**src/lgi_pkg.sv**
```systemverilog
// ----------------------------------------------------------------------------
// lgi_pkg
// Shared types and constants for the linear gap interpolator.
// ----------------------------------------------------------------------------
package lgi_pkg;

  // Width of the pending gap counter and of the divisor (gap + 1).
  localparam int unsigned GapW = 6;
  localparam int unsigned DivW = GapW + 1;

  // Input item kinds carried on tuser.
  typedef enum logic [1:0] {
    OP_SAMPLE  = 2'd0,
    OP_MISSING = 2'd1,
    OP_END     = 2'd2,
    OP_UNUSED  = 2'd3
  } op_e;

  // Sequencer states, one-hot.
  typedef enum logic [7:0] {
    ST_IDLE  = 8'b0000_0001,
    ST_DIFF  = 8'b0000_0010,
    ST_ABS   = 8'b0000_0100,
    ST_DIV   = 8'b0000_1000,
    ST_PREP  = 8'b0001_0000,
    ST_FILL  = 8'b0010_0000,
    ST_PASS  = 8'b0100_0000,
    ST_FLUSH = 8'b1000_0000
  } state_e;

endpackage

```
**src/lgi_div.sv**
```systemverilog
// ----------------------------------------------------------------------------
// lgi_div
// Restoring divider: unsigned dividend by a narrow divisor, one quotient bit
// per cycle. Quotient and remainder hold until the next start.
// ----------------------------------------------------------------------------
module lgi_div
  import lgi_pkg::*;
#(
  parameter int unsigned SAMPLE_WIDTH = 32
) (
  input  logic                    clk_i,
  input  logic                    rst_ni,
  input  logic                    start_i,
  input  logic [SAMPLE_WIDTH-1:0] dividend_i,
  input  logic [DivW-1:0]         divisor_i,
  output logic                    done_o,
  output logic [SAMPLE_WIDTH-1:0] quotient_o,
  output logic [DivW-1:0]         remainder_o
);

  localparam int unsigned CntW = $clog2(SAMPLE_WIDTH + 1);

  logic [SAMPLE_WIDTH-1:0] quo_q, quo_d;
  logic [DivW-1:0]         rem_q, rem_d;
  logic [CntW-1:0]         cnt_q, cnt_d;
  logic                    busy_q, busy_d;
  logic                    done_q, done_d;
  logic [DivW-1:0]         shifted;
  logic [DivW:0]           trial;

  // Remainder stays below the divisor (at most 64), so its top bit is clear.
  assign shifted = {rem_q[DivW-2:0], quo_q[SAMPLE_WIDTH-1]};
  assign trial   = {1'b0, shifted} - {1'b0, divisor_i};

  always_comb begin
    quo_d  = quo_q;
    rem_d  = rem_q;
    cnt_d  = cnt_q;
    busy_d = busy_q;
    done_d = 1'b0;
    if (start_i) begin
      quo_d  = dividend_i;
      rem_d  = '0;
      cnt_d  = CntW'(SAMPLE_WIDTH);
      busy_d = 1'b1;
    end else if (busy_q) begin
      if (!trial[DivW]) begin
        rem_d = trial[DivW-1:0];
        quo_d = {quo_q[SAMPLE_WIDTH-2:0], 1'b1};
      end else begin
        rem_d = shifted;
        quo_d = {quo_q[SAMPLE_WIDTH-2:0], 1'b0};
      end
      cnt_d = cnt_q - 1'b1;
      if (cnt_q == CntW'(1)) begin
        busy_d = 1'b0;
        done_d = 1'b1;
      end
    end
  end

  always_ff @(posedge clk_i or negedge rst_ni) begin
    if (!rst_ni) begin
      cnt_q  <= '0;
      busy_q <= 1'b0;
      done_q <= 1'b0;
    end else begin
      cnt_q  <= cnt_d;
      busy_q <= busy_d;
      done_q <= done_d;
    end
  end

  always_ff @(posedge clk_i) begin
    quo_q <= quo_d;
    rem_q <= rem_d;
  end

  assign done_o      = done_q;
  assign quotient_o  = quo_q;
  assign remainder_o = rem_q;

endmodule

```
**src/linear_gap_interpolator_top.sv**
```systemverilog
// ----------------------------------------------------------------------------
// linear_gap_interpolator_top
// Fills runs of missing samples by exact linear interpolation between the
// surrounding valid samples, truncated toward zero.
//
// Channel  Dir  tdata           tuser     tlast
// s_axis   in   sample          op        -
// m_axis   out  value           -         last
//
// A missing marker is only counted into the gap, saturating at MAX_GAP. A valid
// sample with no pending gap is passed straight to the output. A valid sample
// after missing ones steps through difference, absolute value, the bit-serial
// divider and increment setup, then outputs the filled values and the sample.
// End of column outputs one value per pending gap.
// Reset clears the column state; output stalls hold fill, pass and flush in place.
// ----------------------------------------------------------------------------
module linear_gap_interpolator_top
  import lgi_pkg::*;
#(
  parameter int unsigned SAMPLE_WIDTH = 32,
  parameter int unsigned MAX_GAP      = 63
) (
  input  logic                                clk_i,
  input  logic                                rst_ni,
  input  logic                                s_axis_tvalid_i,
  output logic                                s_axis_tready_o,
  // tdata: sample
  input  logic [((SAMPLE_WIDTH+7)/8)*8-1:0]   s_axis_tdata_i,
  // tuser: op
  input  logic [1:0]                          s_axis_tuser_i,
  output logic                                m_axis_tvalid_o,
  input  logic                                m_axis_tready_i,
  // tdata: value
  output logic [((SAMPLE_WIDTH+7)/8)*8-1:0]   m_axis_tdata_o,
  output logic                                m_axis_tlast_o
);

  localparam int unsigned TdW = ((SAMPLE_WIDTH + 7) / 8) * 8;
  localparam int unsigned SW  = SAMPLE_WIDTH;

  state_e          state_q, state_d;
  logic            have_good_q, have_good_d;
  logic [SW-1:0]   last_good_q, last_good_d;
  logic [GapW-1:0] gap_q, gap_d;
  logic [GapW-1:0] idx_q, idx_d;
  logic [SW-1:0]   b_q, b_d;
  logic [SW-1:0]   val_q, val_d;
  logic [SW:0]     diff_q, diff_d;
  logic            dir_q, dir_d;
  logic [SW-1:0]   inc0_q, inc0_d;
  logic [SW-1:0]   inc1_q, inc1_d;
  logic [DivW-1:0] acc_r_q, acc_r_d;

  logic            out_valid_q, out_valid_d;
  logic [SW-1:0]   out_data_q, out_data_d;
  logic            out_last_q, out_last_d;
  logic            out_free;

  logic            in_acc;
  op_e             op;
  logic [SW-1:0]   sample;
  logic [SW-1:0]   a_sel;
  logic [DivW-1:0] n_div;

  logic            div_start;
  logic [SW-1:0]   div_dividend;
  logic            div_done;
  logic [SW-1:0]   div_quo;
  logic [DivW-1:0] div_rem;

  logic [DivW:0]   r_sum;
  logic            carry;
  logic [SW-1:0]   val_next;

  assign s_axis_tready_o = (state_q == ST_IDLE);
  assign in_acc          = s_axis_tvalid_i && s_axis_tready_o;
  assign op              = op_e'(s_axis_tuser_i);
  assign sample          = s_axis_tdata_i[SW-1:0];
  assign a_sel           = have_good_q ? last_good_q : sample;
  assign n_div           = {1'b0, gap_q} + DivW'(1);
  assign out_free        = !out_valid_q || m_axis_tready_i;

  // Absolute difference feeds the divider.
  assign div_dividend = diff_q[SW] ? (~diff_q[SW-1:0] + SW'(1)) : diff_q[SW-1:0];

  // Step the running fraction r0*i mod n; a wrap adds one more unit.
  assign r_sum    = {1'b0, acc_r_q} + {1'b0, div_rem};
  assign carry    = (r_sum >= {1'b0, n_div});
  assign val_next = val_q + (carry ? inc1_q : inc0_q);

  lgi_div #(
    .SAMPLE_WIDTH(SW)
  ) u_div (
    .clk_i      (clk_i),
    .rst_ni     (rst_ni),
    .start_i    (div_start),
    .dividend_i (div_dividend),
    .divisor_i  (n_div),
    .done_o     (div_done),
    .quotient_o (div_quo),
    .remainder_o(div_rem)
  );

  always_comb begin
    state_d     = state_q;
    have_good_d = have_good_q;
    last_good_d = last_good_q;
    gap_d       = gap_q;
    idx_d       = idx_q;
    b_d         = b_q;
    val_d       = val_q;
    diff_d      = diff_q;
    dir_d       = dir_q;
    inc0_d      = inc0_q;
    inc1_d      = inc1_q;
    acc_r_d     = acc_r_q;
    out_valid_d = m_axis_tready_i ? 1'b0 : out_valid_q;
    out_data_d  = out_data_q;
    out_last_d  = out_last_q;
    div_start   = 1'b0;

    unique case (state_q)
      ST_IDLE: begin
        if (in_acc) begin
          unique case (op)
            OP_SAMPLE: begin
              b_d   = sample;
              val_d = a_sel;
              state_d = (gap_q == '0) ? ST_PASS : ST_DIFF;
            end
            OP_MISSING: begin
              if (gap_q < GapW'(MAX_GAP)) begin
                gap_d = gap_q + 1'b1;
              end
            end
            OP_END: begin
              if (gap_q == '0) begin
                have_good_d = 1'b0;
                last_good_d = '0;
              end else begin
                val_d   = have_good_q ? last_good_q : '0;
                idx_d   = GapW'(1);
                state_d = ST_FLUSH;
              end
            end
            default: ;
          endcase
        end
      end
      ST_DIFF: begin
        diff_d  = {b_q[SW-1], b_q} - {val_q[SW-1], val_q};
        state_d = ST_ABS;
      end
      ST_ABS: begin
        dir_d     = !diff_q[SW];
        div_start = 1'b1;
        state_d   = ST_DIV;
      end
      ST_DIV: begin
        if (div_done) begin
          state_d = ST_PREP;
        end
      end
      ST_PREP: begin
        // Per-step increments: +/- q0, and +/- (q0 + 1) on a fraction wrap.
        inc0_d  = dir_q ? div_quo : (~div_quo + SW'(1));
        inc1_d  = dir_q ? (div_quo + SW'(1)) : ~div_quo;
        acc_r_d = '0;
        idx_d   = GapW'(1);
        state_d = ST_FILL;
      end
      ST_FILL: begin
        if (out_free) begin
          out_valid_d = 1'b1;
          out_data_d  = val_next;
          out_last_d  = 1'b0;
          val_d       = val_next;
          acc_r_d     = carry ? (r_sum[DivW-1:0] - n_div) : r_sum[DivW-1:0];
          idx_d       = idx_q + 1'b1;
          if (idx_q == gap_q) begin
            state_d = ST_PASS;
          end
        end
      end
      ST_PASS: begin
        if (out_free) begin
          out_valid_d = 1'b1;
          out_data_d  = b_q;
          out_last_d  = 1'b1;
          last_good_d = b_q;
          have_good_d = 1'b1;
          gap_d       = '0;
          state_d     = ST_IDLE;
        end
      end
      ST_FLUSH: begin
        if (out_free) begin
          out_valid_d = 1'b1;
          out_data_d  = val_q;
          out_last_d  = (idx_q == gap_q);
          idx_d       = idx_q + 1'b1;
          if (idx_q == gap_q) begin
            // Start the next column from reset values.
            have_good_d = 1'b0;
            last_good_d = '0;
            gap_d       = '0;
            state_d     = ST_IDLE;
          end
        end
      end
      default: begin
        state_d = ST_IDLE;
      end
    endcase
  end

  always_ff @(posedge clk_i or negedge rst_ni) begin
    if (!rst_ni) begin
      state_q     <= ST_IDLE;
      have_good_q <= 1'b0;
      last_good_q <= '0;
      gap_q       <= '0;
      idx_q       <= '0;
      out_valid_q <= 1'b0;
    end else begin
      state_q     <= state_d;
      have_good_q <= have_good_d;
      last_good_q <= last_good_d;
      gap_q       <= gap_d;
      idx_q       <= idx_d;
      out_valid_q <= out_valid_d;
    end
  end

  always_ff @(posedge clk_i) begin
    b_q        <= b_d;
    val_q      <= val_d;
    diff_q     <= diff_d;
    dir_q      <= dir_d;
    inc0_q     <= inc0_d;
    inc1_q     <= inc1_d;
    acc_r_q    <= acc_r_d;
    out_data_q <= out_data_d;
    out_last_q <= out_last_d;
  end

  assign m_axis_tvalid_o = out_valid_q;
  assign m_axis_tdata_o  = TdW'(out_data_q);
  assign m_axis_tlast_o  = out_last_q;

endmodule

```
**config.mk**
```make
export PLATFORM = sky130hd
export DESIGN_NAME = linear_gap_interpolator_top
export DESIGN_NICKNAME = d
export VERILOG_FILES = /design/src/lgi_pkg.sv /design/src/lgi_div.sv /design/src/linear_gap_interpolator_top.sv
export SDC_FILE = /design/constraint.sdc
export NUM_CORES = 1
export LEC_CHECK = 0
export BUFFER_PORTS_ARGS = -buffer_cell sky130_fd_sc_hd__buf_2
export CAP_MARGIN = 25
export CORE_ASPECT_RATIO = 0.9
export CORE_MARGIN = 2
export CORE_UTILIZATION = 50
export DETAILED_ROUTE_END_ITERATION = 7
export PLACE_DENSITY_LB_ADDON = 0.2
export SLEW_MARGIN = 30
export SYNTH_ARGS = -nofsm -noshare
export SYNTH_HDL_FRONTEND = slang
export SYNTH_SLANG_ARGS = --single-unit
```
**constraint.sdc**
```tcl
create_clock -name clk_i -period 8.9 [get_ports clk_i]
set_input_delay 0.89 -clock clk_i [delete_from_list [all_inputs] [get_ports clk_i]]
set_output_delay 0.89 -clock clk_i [all_outputs]
set_load 0.005 [all_outputs]
```
==> results of run 1 <==
[critical path: stages (launching register included)]
cell      delay [ns]
dfxtp_1         0.43
ha_1            0.21
inv_1           0.06
fa_1            0.40
inv_1           0.07
a21o_1          0.11
a21oi_1         0.08
o21bai_1        0.13
a21oi_1         0.09
xor2_1          0.24
inv_1           0.08
ha_1            0.23
nor4_1          0.19
o211ai_1        0.15
and2_0          0.28
nor2_4          0.56
mux2_2          0.42
ha_1            0.21
fa_1            0.41
a21oi_1         0.23
o21ai_0         0.14
a211oi_1        0.34
o21ai_0         0.22
a31o_2          0.31
a21oi_1         0.31
o221ai_1        0.21
xnor2_1         0.22
a21oi_1         0.10
[cells in the mapped netlist (7+ instances only)]
library cell | instances | area, sq um
a21oi_1 | 124 | 621
o21ai_1 | 18 | 90.1
inv_1 | 93 | 349
nand4_1 | 23 | 144
a211oi_1 | 36 | 270
nand2b_1 | 17 | 106
a21o_1 | 29 | 218
or3_1 | 8 | 50.1
mux2i_1 | 11 | 110
nand2_1 | 237 | 890
xor2_1 | 97 | 850
a22oi_1 | 33 | 248
nor2_1 | 137 | 514
dfxtp_1 | 7 | 140
and3_1 | 10 | 62.6
o31ai_1 | 19 | 143
ha_1 | 95 | 1190
mux2_2 | 35 | 394
nor2b_1 | 7 | 43.8
nand3_1 | 55 | 275
clkbuf_1 | 84 | 315
nor3_1 | 29 | 145
o21bai_1 | 13 | 97.6
xnor2_1 | 75 | 657
o211ai_1 | 9 | 67.6
nor4_1 | 11 | 68.8
a31oi_1 | 13 | 81.3
edfxtp_1 | 234 | 7030
dfrtp_1 | 61 | 1530
o21ai_0 | 133 | 666
[area by class of cell]
cell class / instances / area, sq um
clock inverters: 13 / 110
multi-input cells: 1360 / 8910
fillers: 3121 / 15900
flip-flops and latches: 303 / 8720
clock buffers: 50 / 985
inverters: 94 / 353
well taps: 476 / 596
repair buffers: 91 / 514
[metrics by stage]
stage	hold WS [ns]	total power, mW	setup WS, ns
final	0.445	8.33	2.21
after global routing	0.494	8.91	1.75
after CTS	0.478	8.28	2.28
after detailed placement	0.464	6.86	2.31
after global placement	0.459	6.78	2.48
after floorplan	0.446	5.65	2.94
[cell families after synthesis]
logic type	share of synthesized area [%]
fa+ha+maj	7.06
compound gates	16.0
mux	2.76
flops	47.8
xor+xnor	8.25
buf+inv	3.77
simple gates	14.4
[layer usage]
metal	GRT usage, %	vias to the layer above
met2	35.9	549
met4	4.86	0
li1	-	6763
met5	0	-
met3	5.26	57
met1	40.1	6684
[sequential cells by signal (all words and copies together) (netlist names), 7 cells and up]
register / flops
state_q: 8
b_q: 32
inc1_q: 32
last_good_q: 32
inc0_q: 32
diff_q: 33
u_div.quotient_o: 32
m_axis_tdata_o: 32
acc_r_q: 7
val_q: 32
u_div.remainder_o: 7
[how the worst max path moves through the flow]
stage                     depth (start not counted)                 end                  from  slack [ns]
after global routing                             27           val_q[30]  u_div.remainder_o[0]        1.75
after floorplan                                  29  m_axis_tdata_o[30]            acc_r_q[0]        2.94
after CTS                                        27           val_q[30]  u_div.remainder_o[0]        2.28
final                                            27           val_q[30]  u_div.remainder_o[0]        2.21
after detailed placement                         27           val_q[30]  u_div.remainder_o[0]        2.31
after global placement                           26  m_axis_tdata_o[25]            acc_r_q[0]        2.48
[power breakdown]
group | switching [mW] | leakage, nW | internal [mW]
combinational | 2.68 | 4.60 | 1.67
clock | 0.582 | 0.526 | 0.805
sequential | 0.393 | 3.01 | 2.20
total | 3.65 | 8.13 | 4.67
[placed cells by master (no fill, tap or decap), types with 19 or more instances in the layout]
cell / count
a211oi_1: 36
a21o_1: 29
a21oi_1: 124
a22oi_1: 33
buf_2: 72
clkbuf_16: 37
dfrtp_1: 60
edfxtp_1: 234
ha_1: 95
inv_1: 92
mux2_2: 35
nand2_1: 237
nand3_1: 55
nand4_1: 23
nor2_1: 134
nor3_1: 27
o21ai_0: 133
o31ai_1: 19
xnor2_1: 75
xor2_1: 97
==> impl_metrics.csv, run 1 <==
group,metric,value,unit
cells_and_area,layout-drive-gt1-share,10.9,%
timing,period_share,75.1,%
placed_design,hpwl,34900,um
detailed_routing,drtPass1Iterations,8,
clock_network,ctsHtreeMaxLevel,2,
synthesis,ys_seq_elements,303,
timing,tightest_slew,0.902,ns
timing,maxSlewViolCount,0,
detailed_routing,wl_met1,23300,um
cells_and_area,nets,2023,
floorplan,die_w,205,um
timing,skew,0.0113,ns
timing,finalCriticalPeriod,6.69,ns
pwr,ir_drop,260,uV
critical_path,cp-start-kind,"flop",
outcome,status,"complete, but fails checks",
critical_path,r2r_start,"u_div.remainder_o[0]",
placed_design,dp.cells,2323,
detailed_routing,via_per_inst,5.89,
worst_hold_path,hold_path_class,"input pin to async pin",
grt,grt_overflow_total,0,
critical_path,rr_endpoint,"val_q[30]",
placed_design,post_dp_cell_area,19100,sq um
cells_and_area,final_area,20200,sq um
synthesis,async_reset_ff_share,20.5,%
grt,grt_pass1_vias,12800,
detailed_routing,drt_wl_total,48400,um
clock_network,cts_tree,"done",
timing,relSlewSlack,39.8,%
cells_and_area,final_util,56.0,%
floorplan,die_area,38100,sq um
outcome,violations,"design-rule violations",
clock_network,root_buffer,"clkbuf_16",
critical_path,crit_arrival,6.94,ns
clock_network,ctsHoldBuffers,0,
grt,antenna_found_initial,0,
floorplan,fp.dieH,185,um
critical_path,reg2regPathDepth,27,
grt,grt_max_degree,75,
synthesis,yosysUniqueCellTypes,73,
critical_path,rrSetupSlack,2.21,ns
timing,hold_viol,0,
placed_design,routabilityCongestion,0.936,
clock_network,clk_pin_slew,0.06,ns
clock_network,cts_repair_resize_count,0,
timing,tns,0,ns
floorplan,io_pins,73,
synthesis,syn_inst,1846,
grt,grt_pass1_wl,74500,um
timing,setup_violations,0,
grt,track_usage,25.5,%
cells_and_area,syn2layout_area_growth,10.6,%
detailed_routing,dr_wl_met2,19900,um
cells_and_area,finalNonFillerCells,2387,
critical_path,endpoint_kind,"flop",
detailed_routing,num_vias,14100,
floorplan,core_area,36100,sq um
critical_path,criticalPathCategory,"flop to flop",
synthesis,synthFlopType,"edfxtp_1",
detailed_routing,drc,4,
synthesis,yosysSeqAreaShare,47.8,%
synthesis,synth-edff-count,234,
floorplan,start_util,50.6,%
synthesis,syn_area,18300,sq um
placed_design,portBuffers,72,
clock_network,cts_sinks,303,
detailed_routing,drt_iter0_drc,1206,
job,cap_violations,0,
timing,fmax,150,MHz
clock_network,numCtsBuffers,35,
clock_network,cts_setup_buffers,0,
clock_network,clock_path_buffers,3,
cells_and_area,antenna_cells,0,
detailed_routing,wl_met3,4420,um
detailed_routing,maxUsedRoutingLayer,"met4",
synthesis,syn_area_per_cell,9.89,sq um
pwr,p_leak,8.13,nW
synthesis,syn_nets,1984,
critical_path,crit_required,9.16,ns
synthesis,yosys_warnings,0,
pwr,power_density,412,nW/um^2
critical_path,crit_fanout,22,
detailed_routing,final_antenna_net_count,0,
clock_network,insertion_delay,0.53,ns
timing,rsz0062_at_grt,"false",
detailed_routing,wl_per_cell,20.3,um
floorplan,rows,66,
No activity file was read; power rests on OpenSTA's default activity.
==> run 2: changes to the inputs <==
--- a/config.mk
+++ b/config.mk
@@ -5,6 +5,7 @@
 export SDC_FILE = /design/constraint.sdc
 export NUM_CORES = 1
 export LEC_CHECK = 0
+export ABC_AREA = 1
 export BUFFER_PORTS_ARGS = -buffer_cell sky130_fd_sc_hd__buf_2
 export CAP_MARGIN = 25
 export CORE_ASPECT_RATIO = 0.9
==> constraint.sdc (replaced) <==
create_clock -name clk_i -period 5.8 [get_ports clk_i]
set_input_delay 0.58 -clock clk_i [delete_from_list [all_inputs] [get_ports clk_i]]
set_output_delay 0.58 -clock clk_i [all_outputs]
set_load 0.005 [all_outputs]
==> impl_metrics.csv, run 2 <==
group,metric,value,unit
detailed_routing,wl_per_cell,21.9,um
synthesis,synth_top_area_share,35.4,%
synthesis,synth_area_leaders,"edfxtp_1, nand2_1, dfrtp_1, ha_1, inv_1",
clock_network,cts_tree,"done",
critical_path,critical_path.max_stage_delay,0.41,ns
critical_path,criticalPathCategory,"flop to flop",
synthesis,ys_seq_elements,303,
grt,grt_pass1_wl,102000,um
timing,skew,0.0183,ns
cells_and_area,final_common_cell,"nand2_1",
clock_network,clk_pin_slew,0.06,ns
cells_and_area,layout-drive-gt1-share,7.32,%
cells_and_area,nets,2709,
outcome,status,"complete, no violations",
synthesis,async_reset_ff_share,20.5,%
grt,met1_usage,44.6,%
grt,track_usage,32.9,%
synthesis,yosys-top-cells-count,"nand2_1, inv_1, edfxtp_1, nor2_1, o21ai_0",
synthesis,synth-edff-count,234,
cells_and_area,final_cell_mix,"nand2_1, inv_1, edfxtp_1, nor2_1, o21ai_0",
critical_path,crit_top_cell,"nand2_1",
floorplan,die_w,214,um
synthesis,synth.most_common_cell,"nand2_1",
timing,finalCriticalPeriod,5.22,ns
cells_and_area,finalNonFillerCells,3129,
critical_path,reg2regPathDepth,27,
critical_path,rr_endpoint,"m_axis_tdata_o[18]",
detailed_routing,drt_iter0_drc,1940,
grt,grt_overflow_total,0,
detailed_routing,drc,0,
cells_and_area,antenna_cells,0,
clock_network,numCtsBuffers,36,
timing,setup_violations,0,
timing,tns,0,ns
critical_path,crit_fanout,43,
clock_network,ctsHtreeMaxLevel,2,
synthesis,syn_area,19900,sq um
timing,relSlewSlack,38.2,%
detailed_routing,drtPass1Iterations,5,
synthesis,yosys_warnings,0,
cells_and_area,top_register,"diff_q",
critical_path,crit_arrival,5.51,ns
critical_path,cpMaxStageDelayCell,"fa_1",
timing,hold_viol,0,
synthesis,syn_inst,2509,
synthesis,yosysUniqueCellTypes,46,
timing,period_share,90.1,%
synthesis,syn_area_per_cell,7.92,sq um
synthesis,synthFlopType,"edfxtp_1",
grt,antenna_found_initial,1,
detailed_routing,drt_wl_total,68500,um
critical_path,rrSetupSlack,0.58,ns
detailed_routing,final_antenna_net_count,0,
floorplan,rows,69,
synthesis,yosysSeqAreaShare,43.9,%
placed_design,hpwl,53200,um
critical_path,endpoint_kind,"flop",
clock_network,root_buffer,"clkbuf_16",
clock_network,clock_path_buffers,3,
grt,grt_max_degree,67,
timing,rsz0062_at_grt,"false",
cells_and_area,largest_reg_flops,33,
placed_design,portBuffers,72,
clock_network,cts_sinks,303,
job,cap_violations,0,
timing,fmax,191,MHz
timing,timing.hold.ws,0.159,ns
synthesis,synth_top_area_cell,"edfxtp_1",
detailed_routing,via_per_inst,5.71,
placed_design,routabilityCongestion,0.991,
critical_path,crit_required,6.08,ns
placed_design,dp.cells,3065,
critical_path,cp-start-kind,"flop",
floorplan,start_util,50.5,%
timing,tightest_slew,0.926,ns
cells_and_area,syn2layout_area_growth,11.2,%
worst_hold_path,hold_path_class,"input pin to async pin",
critical_path,r2r_start,"u_div.remainder_o[0]",
synthesis,syn_nets,2647,
floorplan,core_area,39400,sq um
detailed_routing,num_vias,17900,
timing,maxSlewViolCount,0,
clock_network,insertion_delay,0.55,ns
floorplan,fp.dieH,193,um
clock_network,ctsHoldBuffers,0,
grt,use_met3,8.09,%
grt,busiest_layer,"met2",
floorplan,io_pins,73,
grt,grt_pass1_vias,16900,
floorplan,die_area,41400,sq um
grt,use_met2,51.2,%
## run 2: cell count changes after synthesis, moves of 27 or more
cell | before | now
a211oi_1 | 36 | 5
a21o_1 | 29 | 2
a22oi_1 | 33 | 0
inv_1 | 93 | 313
mux2_2 | 35 | 0
nand2_1 | 237 | 661
nand3_1 | 55 | 145
nand4_1 | 23 | 66
nor2_1 | 137 | 225
xnor2_1 | 75 | 22
## run 2: worst max-delay path by stage
stage	slack, ns	cells past startpoint	startpoint	end
after floorplan	0.52	5	state_q[2]	acc_r_q[0]
after global placement	0.67	27	u_div.remainder_o[0]	m_axis_tdata_o[18]
after detailed placement	0.65	29	u_div.remainder_o[0]	val_q[20]
after CTS	0.65	29	u_div.remainder_o[0]	val_q[20]
after global routing	0.12	27	u_div.remainder_o[0]	val_q[18]
final	0.58	27	u_div.remainder_o[0]	m_axis_tdata_o[18]
## run 2: cell families after synthesis
logic type	after synthesis	synth area share (%)
AND/OR/NAND/NOR	1179	25.0
XOR/XNOR	134	5.91
AO/OA/AOI/OAI	390	11.0
adder cells (fa/ha/maj)	100	6.48
buffers and inverters	403	7.69
flip-flops	303	43.9
## run 2: timing repair
| action | in CTS | in global routing |
|---|---|---|
| endpoints found under the setup margin | 0 | 4 |
| setup buffers | 0 | 0 |
| resized for setup | 0 | 1 |
## run 2: area by class of cell
type / count / area [sq um]
clock inverter: 18 / 205
tap: 532 / 666
multi-input combinational: 1803 / 9690
fill: 3737 / 17300
sequential: 303 / 8720
clock buffer: 46 / 1000
timing repair buffer: 99 / 599
inverter: 328 / 1230
## run 2: worst max-delay path, delay by kind of cell (launching register included)
family          cells  cell delay (ns)
simple gates       14             1.63
buf+inv             2             0.35
xor+xnor            1             0.16
compound gates      5             1.06
flops               1             0.40
fa+ha+maj           5             1.38
## run 2: metal layers
layer	part of all wire [%]	vias up
met2	44	767
li1	-	8500
met3	9.3	114
met4	3.9	0
met5	0	-
met1	43	8473
## run 2: stage by stage
step | setup WS (ns) | instance area, sq um | utilization (%)
finish | 0.576 | 22100 | 56.2
global route | 0.119 | 22100 | 56.2
CTS | 0.646 | 22100 | 56.1
detailed placement | 0.653 | 20900 | 53.1
global placement | 0.674 | 20900 | 53.0
floorplan | 0.524 | 19900 | -
Power of run 2 is left out: the tool's default activity adds up to more than one toggle a clock period on the data nets, which glitch-free logic cannot reach.
==> run 3: changes to the inputs <==
==> constraint.sdc (replaced) <==
create_clock -name clk_i -period 5.8 [get_ports clk_i]
set_input_delay 0 -clock clk_i [delete_from_list [all_inputs] [get_ports clk_i]]
set_output_delay 0 -clock clk_i [all_outputs]
set_load 0.005 [all_outputs]
==> impl_metrics.csv, run 3 (same netlist as run 2, synthesis figures left out) <==
group,metric,value,unit
detailed_routing,wl_per_cell,21.7,um
critical_path,crit_fanout,43,
detailed_routing,final_antenna_net_count,0,
clock_network,insertion_delay,0.54,ns
detailed_routing,via_per_inst,5.71,
floorplan,rows,69,
detailed_routing,num_vias,18100,
clock_network,root_buffer,"clkbuf_16",
clock_network,ctsHtreeMaxLevel,2,
timing,rsz0062_at_grt,"false",
cells_and_area,final_common_cell,"nand2_1",
clock_network,clk_pin_slew,0.06,ns
timing,relSlewSlack,38.1,%
floorplan,die_area,41400,sq um
clock_network,cts_setup_buffers,0,
placed_design,routabilityCongestion,0.991,
cells_and_area,nets,2744,
timing,setup_violations,0,
clock_network,numCtsBuffers,36,
cells_and_area,layout-drive-gt1-share,7.22,%
floorplan,start_util,50.5,%
cells_and_area,final_cell_mix,"nand2_1, inv_1, edfxtp_1, nor2_1, o21ai_0",
grt,track_usage,33.0,%
timing,fmax,192,MHz
critical_path,crit_arrival,5.50,ns
placed_design,hpwl,53200,um
floorplan,core_area,39400,sq um
detailed_routing,drt_iter0_drc,2012,
detailed_routing,drc,0,
timing,maxSlewViolCount,0,
grt,antenna_found_initial,1,
timing,tns,0,ns
critical_path,cp-start-kind,"flop",
timing,finalCriticalPeriod,5.22,ns
timing,period_share,90.0,%
job,cap_violations,0,
critical_path,criticalPathCategory,"flop to flop",
cells_and_area,syn2layout_area_growth,13.0,%
placed_design,post_dp_cell_area,20900,sq um
grt,grt_max_degree,67,
cells_and_area,top_register,"diff_q",
placed_design,portBuffers,72,
grt,grt_overflow_total,0,
cells_and_area,antenna_cells,0,
critical_path,crit_required,6.09,ns
timing,tightest_slew,0.928,ns
critical_path,path_buf_inv,2,
critical_path,crit_top_cell,"nand2_1",
critical_path,endpoint_kind,"flop",
critical_path,cpLargestDelayFamily,"simple AND/OR/NAND/NOR gates",
grt,grt_pass1_vias,17000,
critical_path,critical_path.max_stage_delay,0.41,ns
floorplan,io_pins,73,
timing,skew,0.0163,ns
clock_network,cts_tree,"done",
clock_network,clock_path_buffers,3,
detailed_routing,drtPass1Iterations,8,
critical_path,cpMaxStageDelayCell,"fa_1",
cells_and_area,final_util,57.0,%
clock_network,cts_sinks,303,
cells_and_area,largest_reg_flops,33,
grt,grt_pass1_wl,102000,um
floorplan,die_w,214,um
detailed_routing,drt_wl_total,68700,um
timing,hold_viol,0,
outcome,status,"complete, no violations",
floorplan,fp.dieH,193,um
worst_hold_path,hold_path_class,"input pin to flop",
cells_and_area,final_area,22500,sq um
[run 3: cell count changes in the layout (fill, tap and decap cells not counted), sizes merged]
cell | before | now
dlygate4sd3 | 0 | 35
[run 3: cell type report]
| class | instances | area (sq um) |
|---|---|---|
| Fill cell | 3709 | 16900 |
| Multi-Input combinational cell | 1803 | 9690 |
| Sequential cell | 303 | 8720 |
| Inverter | 328 | 1230 |
| Clock buffer | 46 | 1000 |
| Timing Repair Buffer | 134 | 950 |
| Tap cell | 532 | 666 |
| Clock inverter | 18 | 205 |
[run 3: routing by layer]
layer	global-route usage [%]	part of all wire, %
met1	44.6	42
met2	51.8	44
met3	7.95	9.7
met4	12.7	3.9
met5	0	0
[run 3: tightest hold or removal path: stages]
cell and delay [ns]:
buf_2 0.13, nand3_1 0.08, nand2_1 0.17, nand4_1 0.15, nand2_1 0.05
[run 3: path summary, 6_finish.rpt]
| path | startpoint | end | slack, ns | cells past startpoint |
|---|---|---|---|---|
| max reg2reg | u_div.remainder_o[0] | m_axis_tdata_o[18] | 0.58 | 27 |
| min in group asynchronous | rst_ni | u_div.busy_q | 0.12 | 3 |
| min | s_axis_tuser_i[0] | gap_q[0] | 0.08 | 5 |
| max in group asynchronous | rst_ni | have_good_q | 5.16 | 3 |
| max | u_div.remainder_o[0] | m_axis_tdata_o[18] | 0.58 | 27 |
| min reg2reg | last_good_q[16] | last_good_q[16] | 0.47 | 2 |
[run 3: repair_timing]
action                                 CTS  global route
endpoints found under the hold margin  112             0
hold buffers                            35             0
resized for setup                        0             1
setup endpoints to repair                0             4
[run 3: through the flow]
step	std cells	setup WS (ns)	hold WS, ns
global route	3164	0.119	0.131
finish	3164	0.583	0.0824
CTS	3164	0.646	0.0587
floorplan	2509	0.524	-0.296
global placement	3064	0.674	0.208
detailed placement	3065	0.653	0.210
Power of run 3 is left out for the same reason.
